===== src/rtl/ppsu_pkg.sv =====
// Shared types, constants and helpers for the periodic poll rule scheduler.
// No dependencies; every other file but ppsu_ram imports this package.
package ppsu_pkg;

  localparam int MAX_RULES_DEF = 16;
  localparam int SLOT_W        = 4;
  localparam int FC_W          = 8;
  localparam int WORD_W        = 16;
  localparam int STATUS_W      = 3;

  localparam logic [FC_W-1:0] FC_READ_HOLDING = 8'h03;
  localparam logic [FC_W-1:0] FC_READ_INPUT   = 8'h04;

  typedef enum logic [STATUS_W-1:0] {
    ST_ADDED    = 3'd0,
    ST_DUP      = 3'd1,
    ST_FULL     = 3'd2,
    ST_SELECTED = 3'd3,
    ST_NONE     = 3'd4
  } status_t;

  // One table row as stored in the rule RAM
  typedef struct packed {
    logic [FC_W-1:0]   fn;
    logic [WORD_W-1:0] start;
    logic [WORD_W-1:0] span;
    logic [WORD_W-1:0] period;
    logic [WORD_W-1:0] countdown;
  } rule_row_t;

  typedef struct packed {
    logic load;    // capture the accepted item, rewind the table walk
    logic issue;   // read the next table row
    logic finish;  // apply the item and load the result register
  } ppsu_cmd_t;

  typedef struct packed {
    logic table_empty;
    logic last_issue;
    logic out_free;
  } ppsu_sts_t;

  function automatic logic is_read_fc(input logic [FC_W-1:0] fc);
    return (fc == FC_READ_HOLDING) || (fc == FC_READ_INPUT);
  endfunction

endpackage


===== src/rtl/ppsu_if.sv =====
// Valid/ready channel interfaces for item input, result output and configuration.
// Depends on ppsu_pkg for field widths.
interface ppsu_in_if import ppsu_pkg::*; ();
  logic              valid;
  logic              ready;
  logic              opcode;
  logic [FC_W-1:0]   function_code;
  logic [WORD_W-1:0] start_address;
  logic [WORD_W-1:0] register_count;
  logic [WORD_W-1:0] poll_period;
  logic [WORD_W-1:0] elapsed_ticks;

  modport source (output valid, opcode, function_code, start_address, register_count,
                  poll_period, elapsed_ticks, input ready);
  modport sink   (input valid, opcode, function_code, start_address, register_count,
                  poll_period, elapsed_ticks, output ready);
endinterface

interface ppsu_out_if import ppsu_pkg::*; ();
  logic                valid;
  logic                ready;
  logic [STATUS_W-1:0] status;
  logic [SLOT_W-1:0]   slot;
  logic [FC_W-1:0]     function_code_out;
  logic [WORD_W-1:0]   start_address_out;
  logic [WORD_W-1:0]   register_count_out;

  modport source (output valid, status, slot, function_code_out, start_address_out,
                  register_count_out, input ready);
  modport sink   (input valid, status, slot, function_code_out, start_address_out,
                  register_count_out, output ready);
endinterface

interface ppsu_cfg_if;
  logic valid;
  logic ready;
  logic timer_enabled;

  modport source (output valid, timer_enabled, input ready);
  modport sink   (input valid, timer_enabled, output ready);
endinterface


===== src/rtl/ppsu_ram.sv =====
// Generic single-write, single-read RAM with registered read data.
// No dependencies.
module ppsu_ram #(
  parameter int WIDTH = 8,
  parameter int DEPTH = 16
) (
  input  logic                                   clk,
  input  logic                                   we,
  input  logic [((DEPTH > 1) ? $clog2(DEPTH) : 1)-1:0] waddr,
  input  logic [WIDTH-1:0]                       wdata,
  input  logic [((DEPTH > 1) ? $clog2(DEPTH) : 1)-1:0] raddr,
  output logic [WIDTH-1:0]                       rdata
);

  logic [WIDTH-1:0] mem [0:DEPTH-1];

  always_ff @(posedge clk) begin
    if (we) begin
      mem[waddr] <= wdata;
    end
    rdata <= mem[raddr];
  end

endmodule


===== src/rtl/ppsu_ctrl.sv =====
// Sequencer for the scheduler: accepts an item, walks the rule table, finishes.
// Depends on ppsu_pkg for the command and status structs.
module ppsu_ctrl import ppsu_pkg::*; (
  input  logic      clk,
  input  logic      rst_n,
  input  logic      in_valid,
  output logic      in_ready,
  input  ppsu_sts_t sts,
  output ppsu_cmd_t cmd
);

  typedef enum logic [1:0] {
    S_IDLE,
    S_SCAN,
    S_DRAIN,
    S_FINISH
  } state_t;

  state_t state_r, state_nxt;
  logic   in_ready_r;

  always_comb begin
    state_nxt = state_r;
    cmd       = '0;
    unique case (state_r)
      S_IDLE: begin
        if (in_valid && in_ready_r) begin
          cmd.load  = 1'b1;
          state_nxt = sts.table_empty ? S_FINISH : S_SCAN;
        end
      end
      S_SCAN: begin
        cmd.issue = 1'b1;
        if (sts.last_issue) begin
          state_nxt = S_DRAIN;
        end
      end
      // last row read is processed here
      S_DRAIN: begin
        state_nxt = S_FINISH;
      end
      S_FINISH: begin
        if (sts.out_free) begin
          cmd.finish = 1'b1;
          state_nxt  = S_IDLE;
        end
      end
      default: begin
        state_nxt = S_IDLE;
      end
    endcase
  end

  always_ff @(posedge clk) begin
    if (!rst_n) begin
      state_r    <= S_IDLE;
      in_ready_r <= 1'b0;
    end else begin
      state_r    <= state_nxt;
      in_ready_r <= (state_nxt == S_IDLE);
    end
  end

  assign in_ready = in_ready_r;

endmodule


===== src/rtl/ppsu_dp.sv =====
// Datapath: rule RAM, table walk pipeline, cursors, result register.
// Depends on ppsu_pkg and ppsu_ram.
module ppsu_dp import ppsu_pkg::*; #(
  parameter int MAX_RULES = MAX_RULES_DEF
) (
  input  logic                clk,
  input  logic                rst_n,
  input  ppsu_cmd_t           cmd,
  output ppsu_sts_t           sts,
  input  logic                cfg_valid,
  input  logic                cfg_timer_enabled,
  input  logic                in_opcode,
  input  logic [FC_W-1:0]     in_function_code,
  input  logic [WORD_W-1:0]   in_start_address,
  input  logic [WORD_W-1:0]   in_register_count,
  input  logic [WORD_W-1:0]   in_poll_period,
  input  logic [WORD_W-1:0]   in_elapsed_ticks,
  output logic                out_valid,
  input  logic                out_ready,
  output logic [STATUS_W-1:0] out_status,
  output logic [SLOT_W-1:0]   out_slot,
  output logic [FC_W-1:0]     out_function_code,
  output logic [WORD_W-1:0]   out_start_address,
  output logic [WORD_W-1:0]   out_register_count
);

  localparam int IDX_W = (MAX_RULES > 1) ? $clog2(MAX_RULES) : 1;
  localparam int CNT_W = $clog2(MAX_RULES + 1);
  localparam int ROW_W = $bits(rule_row_t);

  // item latch
  logic              op_r;
  logic [FC_W-1:0]   fc_r;
  logic [WORD_W-1:0] sa_r, rc_r, pp_r, el_r;

  logic             timer_en_r;
  logic [CNT_W-1:0] n_r;
  logic [IDX_W-1:0] tcur_r, ucur_r;

  // table walk
  logic [IDX_W-1:0] rd_ptr_r;
  logic             pv_r;
  logic [IDX_W-1:0] p_r;

  logic             dup_found_r, hi_found_r, any_found_r;
  logic [IDX_W-1:0] dup_idx_r, hi_idx_r, any_idx_r;
  logic [FC_W-1:0]   hi_fn_r, any_fn_r;
  logic [WORD_W-1:0] hi_sa_r, hi_rc_r, any_sa_r, any_rc_r;

  logic                out_valid_r;
  logic [STATUS_W-1:0] out_status_r;
  logic [SLOT_W-1:0]   out_slot_r;
  logic [FC_W-1:0]     out_fc_r;
  logic [WORD_W-1:0]   out_sa_r, out_rc_r;

  rule_row_t        rd_row, wr_row;
  logic             ram_we;
  logic [IDX_W-1:0] ram_waddr;
  logic [ROW_W-1:0] ram_rdata;

  ppsu_ram #(
    .WIDTH (ROW_W),
    .DEPTH (MAX_RULES)
  ) u_rules (
    .clk   (clk),
    .we    (ram_we),
    .waddr (ram_waddr),
    .wdata (wr_row),
    .raddr (rd_ptr_r),
    .rdata (ram_rdata)
  );

  assign rd_row = rule_row_t'(ram_rdata);

  // row processing
  logic             row_is_read, row_match, row_hit, lo_ok;
  logic [IDX_W-1:0] ucur_eff, lo_bound;
  logic [WORD_W-1:0] cd_dec;

  always_comb begin
    ucur_eff    = (CNT_W'(ucur_r) >= n_r) ? '0 : ucur_r;
    lo_bound    = timer_en_r ? tcur_r : ucur_eff;
    lo_ok       = (p_r >= lo_bound);
    row_is_read = is_read_fc(rd_row.fn);
    row_match   = (rd_row.fn == fc_r) && (rd_row.start == sa_r) && (rd_row.span == rc_r);
    cd_dec      = (rd_row.countdown <= el_r) ? '0 : (rd_row.countdown - el_r);
    // timed: due at or past the cursor; untimed: any read rule at or past the cursor
    row_hit     = row_is_read && lo_ok && !hi_found_r &&
                  (!timer_en_r || (cd_dec == '0));
  end

  // finish stage
  logic             add_ok, sel_found;
  logic [IDX_W-1:0] sel_idx, sel_next;
  logic [CNT_W-1:0] sel_inc;
  logic [FC_W-1:0]   sel_fn;
  logic [WORD_W-1:0] sel_sa, sel_rc;

  always_comb begin
    add_ok    = !dup_found_r && (n_r < CNT_W'(MAX_RULES));
    sel_found = hi_found_r || (!timer_en_r && any_found_r);
    sel_idx   = hi_found_r ? hi_idx_r : any_idx_r;
    sel_fn    = hi_found_r ? hi_fn_r : any_fn_r;
    sel_sa    = hi_found_r ? hi_sa_r : any_sa_r;
    sel_rc    = hi_found_r ? hi_rc_r : any_rc_r;
    sel_inc   = CNT_W'(sel_idx) + CNT_W'(1);
    sel_next  = (sel_inc == n_r) ? '0 : IDX_W'(sel_inc);
  end

  // RAM write: countdown update during a timed walk, new row on add
  always_comb begin
    ram_we    = 1'b0;
    ram_waddr = p_r;
    wr_row    = rd_row;
    if (cmd.finish) begin
      ram_we           = !op_r && add_ok;
      ram_waddr        = IDX_W'(n_r);
      wr_row.fn        = fc_r;
      wr_row.start     = sa_r;
      wr_row.span      = rc_r;
      wr_row.period    = pp_r;
      wr_row.countdown = pp_r;
    end else if (pv_r && op_r && timer_en_r && row_is_read) begin
      ram_we           = 1'b1;
      wr_row.countdown = row_hit ? rd_row.period : cd_dec;
    end
  end

  assign sts.table_empty = (n_r == '0);
  assign sts.last_issue  = (CNT_W'(rd_ptr_r) == (n_r - CNT_W'(1)));
  assign sts.out_free    = !out_valid_r || out_ready;

  // control state
  always_ff @(posedge clk) begin
    if (!rst_n) begin
      timer_en_r  <= 1'b1;
      n_r         <= '0;
      tcur_r      <= '0;
      ucur_r      <= '0;
      rd_ptr_r    <= '0;
      pv_r        <= 1'b0;
      dup_found_r <= 1'b0;
      hi_found_r  <= 1'b0;
      any_found_r <= 1'b0;
      out_valid_r <= 1'b0;
    end else begin
      if (cfg_valid) begin
        timer_en_r <= cfg_timer_enabled;
      end
      pv_r <= cmd.issue;
      if (cmd.load) begin
        rd_ptr_r    <= '0;
        dup_found_r <= 1'b0;
        hi_found_r  <= 1'b0;
        any_found_r <= 1'b0;
      end else if (cmd.issue) begin
        rd_ptr_r <= rd_ptr_r + IDX_W'(1);
      end
      if (pv_r) begin
        if (!op_r) begin
          if (row_match && !dup_found_r) dup_found_r <= 1'b1;
        end else begin
          if (row_hit) hi_found_r <= 1'b1;
          if (row_is_read && !timer_en_r) any_found_r <= 1'b1;
        end
      end
      if (cmd.finish) begin
        out_valid_r <= 1'b1;
        if (!op_r) begin
          if (add_ok) n_r <= n_r + CNT_W'(1);
        end else if (timer_en_r) begin
          tcur_r <= hi_found_r ? sel_next : '0;
        end else if (sel_found) begin
          ucur_r <= sel_next;
        end
      end else if (out_ready) begin
        out_valid_r <= 1'b0;
      end
    end
  end

  // payload
  always_ff @(posedge clk) begin
    if (cmd.load) begin
      op_r <= in_opcode;
      fc_r <= in_function_code;
      sa_r <= in_start_address;
      rc_r <= in_register_count;
      pp_r <= in_poll_period;
      el_r <= in_elapsed_ticks;
    end
    p_r <= rd_ptr_r;
    if (pv_r) begin
      if (row_match && !dup_found_r) dup_idx_r <= p_r;
      if (row_hit) begin
        hi_idx_r <= p_r;
        hi_fn_r  <= rd_row.fn;
        hi_sa_r  <= rd_row.start;
        hi_rc_r  <= rd_row.span;
      end
      if (row_is_read && !any_found_r) begin
        any_idx_r <= p_r;
        any_fn_r  <= rd_row.fn;
        any_sa_r  <= rd_row.start;
        any_rc_r  <= rd_row.span;
      end
    end
    if (cmd.finish) begin
      out_fc_r <= '0;
      out_sa_r <= '0;
      out_rc_r <= '0;
      if (!op_r) begin
        priority if (dup_found_r) begin
          out_status_r <= ST_DUP;
          out_slot_r   <= SLOT_W'(dup_idx_r);
        end else if (!add_ok) begin
          out_status_r <= ST_FULL;
          out_slot_r   <= '0;
        end else begin
          out_status_r <= ST_ADDED;
          out_slot_r   <= SLOT_W'(n_r);
        end
      end else if (sel_found) begin
        out_status_r <= ST_SELECTED;
        out_slot_r   <= SLOT_W'(sel_idx);
        out_fc_r     <= sel_fn;
        out_sa_r     <= sel_sa;
        out_rc_r     <= sel_rc;
      end else begin
        out_status_r <= ST_NONE;
        out_slot_r   <= '0;
      end
    end
  end

  assign out_valid          = out_valid_r;
  assign out_status         = out_status_r;
  assign out_slot           = out_slot_r;
  assign out_function_code  = out_fc_r;
  assign out_start_address  = out_sa_r;
  assign out_register_count = out_rc_r;

  a_table_bound: assert property (@(posedge clk) disable iff (!rst_n)
    n_r <= CNT_W'(MAX_RULES))
    else $error("rule count exceeds table depth");

  a_cursors_in_table: assert property (@(posedge clk) disable iff (!rst_n)
    ((tcur_r == '0) || (CNT_W'(tcur_r) < n_r)) &&
    ((ucur_r == '0) || (CNT_W'(ucur_r) < n_r)))
    else $error("poll cursor points past the table");

  a_result_from_finish: assert property (@(posedge clk) disable iff (!rst_n)
    $rose(out_valid_r) |-> $past(cmd.finish))
    else $error("result raised without a finish command");

  a_walk_not_empty: assert property (@(posedge clk) disable iff (!rst_n)
    cmd.issue |-> !sts.table_empty)
    else $error("table walk on an empty table");

endmodule


===== src/rtl/periodic_poll_rule_scheduler_unit.sv =====
// Top level of the periodic poll rule scheduler: controller, datapath, channel wiring.
// Depends on ppsu_pkg, ppsu_if, ppsu_ctrl and ppsu_dp.
//
// Holds up to MAX_RULES bus poll rules in one RAM and answers each item with exactly
// one result. Both add and poll items walk the whole table through the RAM's single
// read port, one row per cycle. An accepted item is latched, its rows are read in the
// scan state, the last row read is processed in the drain state, and the finish state
// loads the output register. An empty table skips the walk and goes straight to the
// finish state. One item is in work at a time. A finished result waits in the output
// register while the next item is accepted and walked; that item holds in its last
// cycle until the register is free. The table needs no clearing pass after reset: only
// rows below the rule count are ever read. The timer mode register is written through
// cfg_ch, which is always ready; the user must write it only while no item is in work,
// and the block itself does not enforce this.
module periodic_poll_rule_scheduler_unit import ppsu_pkg::*; #(
  parameter int MAX_RULES = MAX_RULES_DEF
) (
  input logic         clk,
  input logic         rst_n,
  ppsu_in_if.sink     in_ch,
  ppsu_out_if.source  out_ch,
  ppsu_cfg_if.sink    cfg_ch
);

  ppsu_cmd_t cmd;
  ppsu_sts_t sts;

  assign cfg_ch.ready = 1'b1;

  ppsu_ctrl u_ctrl (
    .clk      (clk),
    .rst_n    (rst_n),
    .in_valid (in_ch.valid),
    .in_ready (in_ch.ready),
    .sts      (sts),
    .cmd      (cmd)
  );

  ppsu_dp #(
    .MAX_RULES (MAX_RULES)
  ) u_dp (
    .clk                (clk),
    .rst_n              (rst_n),
    .cmd                (cmd),
    .sts                (sts),
    .cfg_valid          (cfg_ch.valid),
    .cfg_timer_enabled  (cfg_ch.timer_enabled),
    .in_opcode          (in_ch.opcode),
    .in_function_code   (in_ch.function_code),
    .in_start_address   (in_ch.start_address),
    .in_register_count  (in_ch.register_count),
    .in_poll_period     (in_ch.poll_period),
    .in_elapsed_ticks   (in_ch.elapsed_ticks),
    .out_valid          (out_ch.valid),
    .out_ready          (out_ch.ready),
    .out_status         (out_ch.status),
    .out_slot           (out_ch.slot),
    .out_function_code  (out_ch.function_code_out),
    .out_start_address  (out_ch.start_address_out),
    .out_register_count (out_ch.register_count_out)
  );

endmodule


===== src/flat_wrapper.sv =====
// flat-port wrapper written by rule: the top's interface ports become plain ports
module periodic_poll_rule_scheduler_unit_flat import ppsu_pkg::*;
#(
  parameter int MAX_RULES = MAX_RULES_DEF
)
  (clk, rst_n, in_ch_valid, in_ch_opcode, in_ch_function_code, in_ch_start_address, in_ch_register_count, in_ch_poll_period, in_ch_elapsed_ticks, in_ch_ready, out_ch_valid, out_ch_status, out_ch_slot, out_ch_function_code_out, out_ch_start_address_out, out_ch_register_count_out, out_ch_ready, cfg_ch_valid, cfg_ch_timer_enabled, cfg_ch_ready);
  ppsu_in_if in_ch_i ();
  ppsu_out_if out_ch_i ();
  ppsu_cfg_if cfg_ch_i ();
  input logic clk;
  input logic rst_n;
  input wire logic [$bits(in_ch_i.valid)-1:0] in_ch_valid;
  input wire logic [$bits(in_ch_i.opcode)-1:0] in_ch_opcode;
  input wire logic [$bits(in_ch_i.function_code)-1:0] in_ch_function_code;
  input wire logic [$bits(in_ch_i.start_address)-1:0] in_ch_start_address;
  input wire logic [$bits(in_ch_i.register_count)-1:0] in_ch_register_count;
  input wire logic [$bits(in_ch_i.poll_period)-1:0] in_ch_poll_period;
  input wire logic [$bits(in_ch_i.elapsed_ticks)-1:0] in_ch_elapsed_ticks;
  output wire logic [$bits(in_ch_i.ready)-1:0] in_ch_ready;
  output wire logic [$bits(out_ch_i.valid)-1:0] out_ch_valid;
  output wire logic [$bits(out_ch_i.status)-1:0] out_ch_status;
  output wire logic [$bits(out_ch_i.slot)-1:0] out_ch_slot;
  output wire logic [$bits(out_ch_i.function_code_out)-1:0] out_ch_function_code_out;
  output wire logic [$bits(out_ch_i.start_address_out)-1:0] out_ch_start_address_out;
  output wire logic [$bits(out_ch_i.register_count_out)-1:0] out_ch_register_count_out;
  input wire logic [$bits(out_ch_i.ready)-1:0] out_ch_ready;
  input wire logic [$bits(cfg_ch_i.valid)-1:0] cfg_ch_valid;
  input wire logic [$bits(cfg_ch_i.timer_enabled)-1:0] cfg_ch_timer_enabled;
  output wire logic [$bits(cfg_ch_i.ready)-1:0] cfg_ch_ready;
  assign in_ch_i.valid = in_ch_valid;
  assign in_ch_i.opcode = in_ch_opcode;
  assign in_ch_i.function_code = in_ch_function_code;
  assign in_ch_i.start_address = in_ch_start_address;
  assign in_ch_i.register_count = in_ch_register_count;
  assign in_ch_i.poll_period = in_ch_poll_period;
  assign in_ch_i.elapsed_ticks = in_ch_elapsed_ticks;
  assign in_ch_ready = in_ch_i.ready;
  assign out_ch_valid = out_ch_i.valid;
  assign out_ch_status = out_ch_i.status;
  assign out_ch_slot = out_ch_i.slot;
  assign out_ch_function_code_out = out_ch_i.function_code_out;
  assign out_ch_start_address_out = out_ch_i.start_address_out;
  assign out_ch_register_count_out = out_ch_i.register_count_out;
  assign out_ch_i.ready = out_ch_ready;
  assign cfg_ch_i.valid = cfg_ch_valid;
  assign cfg_ch_i.timer_enabled = cfg_ch_timer_enabled;
  assign cfg_ch_ready = cfg_ch_i.ready;
  periodic_poll_rule_scheduler_unit #(.MAX_RULES(MAX_RULES)) u_core (.clk(clk), .rst_n(rst_n), .in_ch(in_ch_i), .out_ch(out_ch_i), .cfg_ch(cfg_ch_i));
endmodule

===== config.mk =====
export PLATFORM = sky130hd
export DESIGN_NAME = periodic_poll_rule_scheduler_unit_flat
export DESIGN_NICKNAME = d
export VERILOG_FILES = /design/src/rtl/ppsu_pkg.sv /design/src/rtl/ppsu_if.sv /design/src/rtl/ppsu_ram.sv /design/src/rtl/ppsu_ctrl.sv /design/src/rtl/ppsu_dp.sv /design/src/rtl/periodic_poll_rule_scheduler_unit.sv /design/src/flat_wrapper.sv
export SDC_FILE = /design/constraint.sdc
export NUM_CORES = 2
export LEC_CHECK = 0
export BUFFER_PORTS_ARGS = -buffer_cell sky130_fd_sc_hd__buf_2
export CELL_PAD_IN_SITES_DETAIL_PLACEMENT = 1
export CELL_PAD_IN_SITES_GLOBAL_PLACEMENT = 1
export CORE_UTILIZATION = 49
export CTS_CLUSTER_SIZE = 24
export DETAILED_ROUTE_END_ITERATION = 8
export GPL_TIMING_DRIVEN = 0
export PLACE_DENSITY = 0.74
export SLEW_MARGIN = 10
export SYNTH_ARGS = -nofsm -noshare
export SYNTH_HDL_FRONTEND = slang
export SYNTH_SLANG_ARGS = --single-unit

===== constraint.sdc =====
create_clock -name clk -period 14.85 [get_ports clk]
set_input_delay 0 -clock clk [delete_from_list [all_inputs] [get_ports clk]]
set_output_delay 0 -clock clk [all_outputs]
set_load 0.02 [all_outputs]

==> metrics.txt <==
status=finished, final reports clean; Yosys cell types=70; startpoint types=register; Initial DRC Count=~4000; internal power=0.00712 W; Ports=approximately 130; Biggest register=u_core.u_dp.u_rules.mem; Slew headroom=0.123; Global Route Usage Sum=0.280; Seq pwr share=0.511; area fraction in compound gates after synthesis=0.0187; post-synthesis adder-cell area fraction=0.00683; Seq cells post-synth=1466; clock tree buffer depth=3; Pwr Total=a little over 0.009 W; pre-CTS WS=slightly below 9 ns; final setup fails=0; mux cell area share after synthesis=0.153; area delta synth->final=19.2%; layout cells sized above 1=0.257; WL final=about 160000 µm; Core Region=roughly 110000 µm²; largest registers=u_core.u_dp.u_rules.mem: 1152 flops, u_core.u_dp.u_rules.rdata: 72 flops; R2R cell count=19; PwrDens=between 100 and 150 nW/µm²; CTS tree=done; max reg flops=approximately 1200; worst setup margin=~8.6 ns; clk_skew=~0.036 ns; WP data required=about 15 ns; Hold Path Class=in2reg; post-synthesis cell area=roughly 56000 µm²; critical-path maximum fanout=16; CTS root buf=clkbuf_16; Routability Congestion=roughly 0.9; first-pass GRT wire length=229000 µm; clk sinks=1466; diodes inserted=0; sequential area share after synthesis=0.767; final core occ=0.592; RSZ-0062 raised after global routing=no; Starting Density=0.496; leakage power=approximately 21 nW; Fin. Hold Viols=0; Clock Pin Slew Worst Setup and Hold Paths=~0.060 ns; vias=30200; H-tree levels=4; area leader, netlist=edfxtp_1; Critical Path AT=about 6.6 ns; Ys Warns=0; Placed Cells=between 4000 and 5000; Slew Limit Fails=0; top cells by area, synth=edfxtp_1, mux4_2, dfxtp_1; CTS resizes=0; GRT overflow=0; ys flop type=edfxtp_1; Max Clk Rate=160 MHz; sw power=0.00211 W; Post-Synth Simple-Gate Area=0.0331; final net count=~3300; Routed Antenna Nets=0; maxcap violations=0; Final Critical Period=6.24 ns; Gate Count Post-Synth=approximately 2700; Max rail drop VDD=135 µV; Crit Path Class=reg2reg; CTS Buf Count=148; largest net degree at the start of global routing=48; syn_area_per_cell=approximately 21 µm²; Clk Latency, worst-skew pair=between 0.7 and 0.8 ns; die height=between 300 and 400 µm; Final period util=0.420; Post-Syn Nets=between 2000 and 3000; DP Wirelength=102000 µm; Synth async-reset ratio=0; PortBufs=around 130; Final Non-Filler Cells=about 4800; antenna violations before repair=3; element type at the critical path end=register; number of synthesized flops with an enable pin=approximately 1400; Pre-antenna DRT Iters=8; DR WL/cell=33.4 µm; hold depth=4; Remaining DRCs=0; Slew @ Worst Pin=~1.3 ns; Post-CTS Setup Bufs=0; clock network power share=0.409; die area=~120000 µm²; vias in the first global route=31900; # hold bufs at CTS=between 100 and 150; largest family of logic cells by synthesized area=multiplexers; Synth top area share=0.730; switching share of power=0.229; xor-xnor portion of the synthesized cell area=0.0102; die width=approximately 340 µm; Comb power frac=0.081; row cnt=123; Setup TNS Final=0 ns; Via density=around 6.3
==> cell usage after synthesis, types with 12 or more instances <==
library cell,count
o21ai_0,39
xnor2_1,43
nor3_1,13
ha_1,29
nor2_1,83
nor2b_1,14
nand2_1,200
a21oi_1,25
buf_1,38
mux4_2,360
a22oi_1,12
mux2i_1,48
clkbuf_1,82
edfxtp_1,1364
xor2_1,22
dfxtp_1,102
nand3_1,12
nand4_1,17
inv_1,39
==> final cells by class <==
| class | count | area [µm²] |
|---|---|---|
| fillers | 9564 | 46100 |
| repair buffers | 360 | 3830 |
| plain buffers | 127 | 503 |
| well taps | 1500 | 1880 |
| inverters | 39 | 149 |
| flip-flops and latches | 1466 | 43000 |
| clock buffers | 203 | 4090 |
| clock inverters | 69 | 773 |
| multi-input cells | 1057 | 12600 |
==> through the flow <==
| stage | hold WS, ns | area, µm² |
|---|---|---|
| after floorplan | 0.0989 | 56100 |
| after global routing | 0.0657 | 66800 |
| after detailed placement | 0.178 | 60400 |
| after CTS | 0.00251 | 66800 |
| final | 0.0444 | 66800 |
| after global placement | 0.176 | 58600 |
==> power by group through the flow <==
stage	Combinational [W]	Clock [W]	Sequential [W]
after CTS	0.000735	0.00379	0.00471
after floorplan	0.000459	0	0.00477
after detailed placement	0.000698	0	0.00479
final	0.000745	0.00377	0.00471
after global routing	0.000789	0.00393	0.00471
after global placement	0.000645	0	0.00479
==> cells in the final DEF, fill, tap and decap left out, types with 9 or more instances in the layout <==
cell           instances
buf_16                21
nand4_1               17
xor2_1                22
nor3_1                13
clkbuf_16            150
a21o_1                11
mux2i_1               48
clkbuf_1             116
clkbuf_2               9
nand3_1               12
mux4_2               360
clkinv_2              24
nor2_4                17
dlygate4sd3_1        149
o21ai_0               30
edfxtp_1            1364
nand2b_1              10
buf_2                137
a21oi_1               25
o21a_1                 9
nand2_1              200
buf_1                 33
buf_12                52
inv_1                 38
ha_1                  29
a22oi_1               12
bufinv_16             13
clkinv_1              14
o21ai_1                9
nor2_1                66
xnor2_1               43
dfxtp_1              102
nor2b_1               13
clkbuf_8              14
==> kinds of logic after synthesis <==
group                    Yosys count
XOR/XNOR                          65
other                              1
multiplexers                     408
AO/OA/AOI/OAI                    155
AND/OR/NAND/NOR                  398
buffers and inverters            166
flip-flops                      1466
adder cells (fa/ha/maj)           30
==> layer usage <==
metal / part of all wire / GRT usage
met5: 0 / 0
met4: 0.032 / 0.0964
met3: 0.088 / 0.0454
met2: 0.50 / 0.474
met1: 0.38 / 0.371
==> path summary, 6_finish.rpt <==
check | slack, ns | to | startpoint
worst min-delay path | 0.04 | u_core.u_dp.timer_en_r | cfg_ch_timer_enabled
worst max-delay path | 8.61 | u_core.u_dp.u_rules.mem[12][0] | u_core.u_dp.n_r[1]
worst max register to register | 8.61 | u_core.u_dp.u_rules.mem[12][0] | u_core.u_dp.n_r[1]
worst min register to register | 0.40 | u_core.u_dp.p_r[2] | u_core.u_dp.rd_ptr_r[2]
==> critical path, cell delays in order, from the launching register on <==
cell and delay [ns]:
dfxtp_1 0.36, clkbuf_1 0.37, inv_1 0.25, ha_1 0.34
a21o_1 0.15, a21o_1 0.18, a21oi_1 0.16, nor2_1 0.06
nor2_1 0.28, a22oi_1 0.16, ha_1 0.33, o21ai_0 0.08
nand2b_1 0.12, nand4b_4 0.21, nor4b_2 0.34, o2111ai_1 0.17
or4_4 0.48, nor4b_4 0.36, nor2_1 0.33, o221ai_1 1.10
No activity file was read; power rests on OpenSTA's default activity.
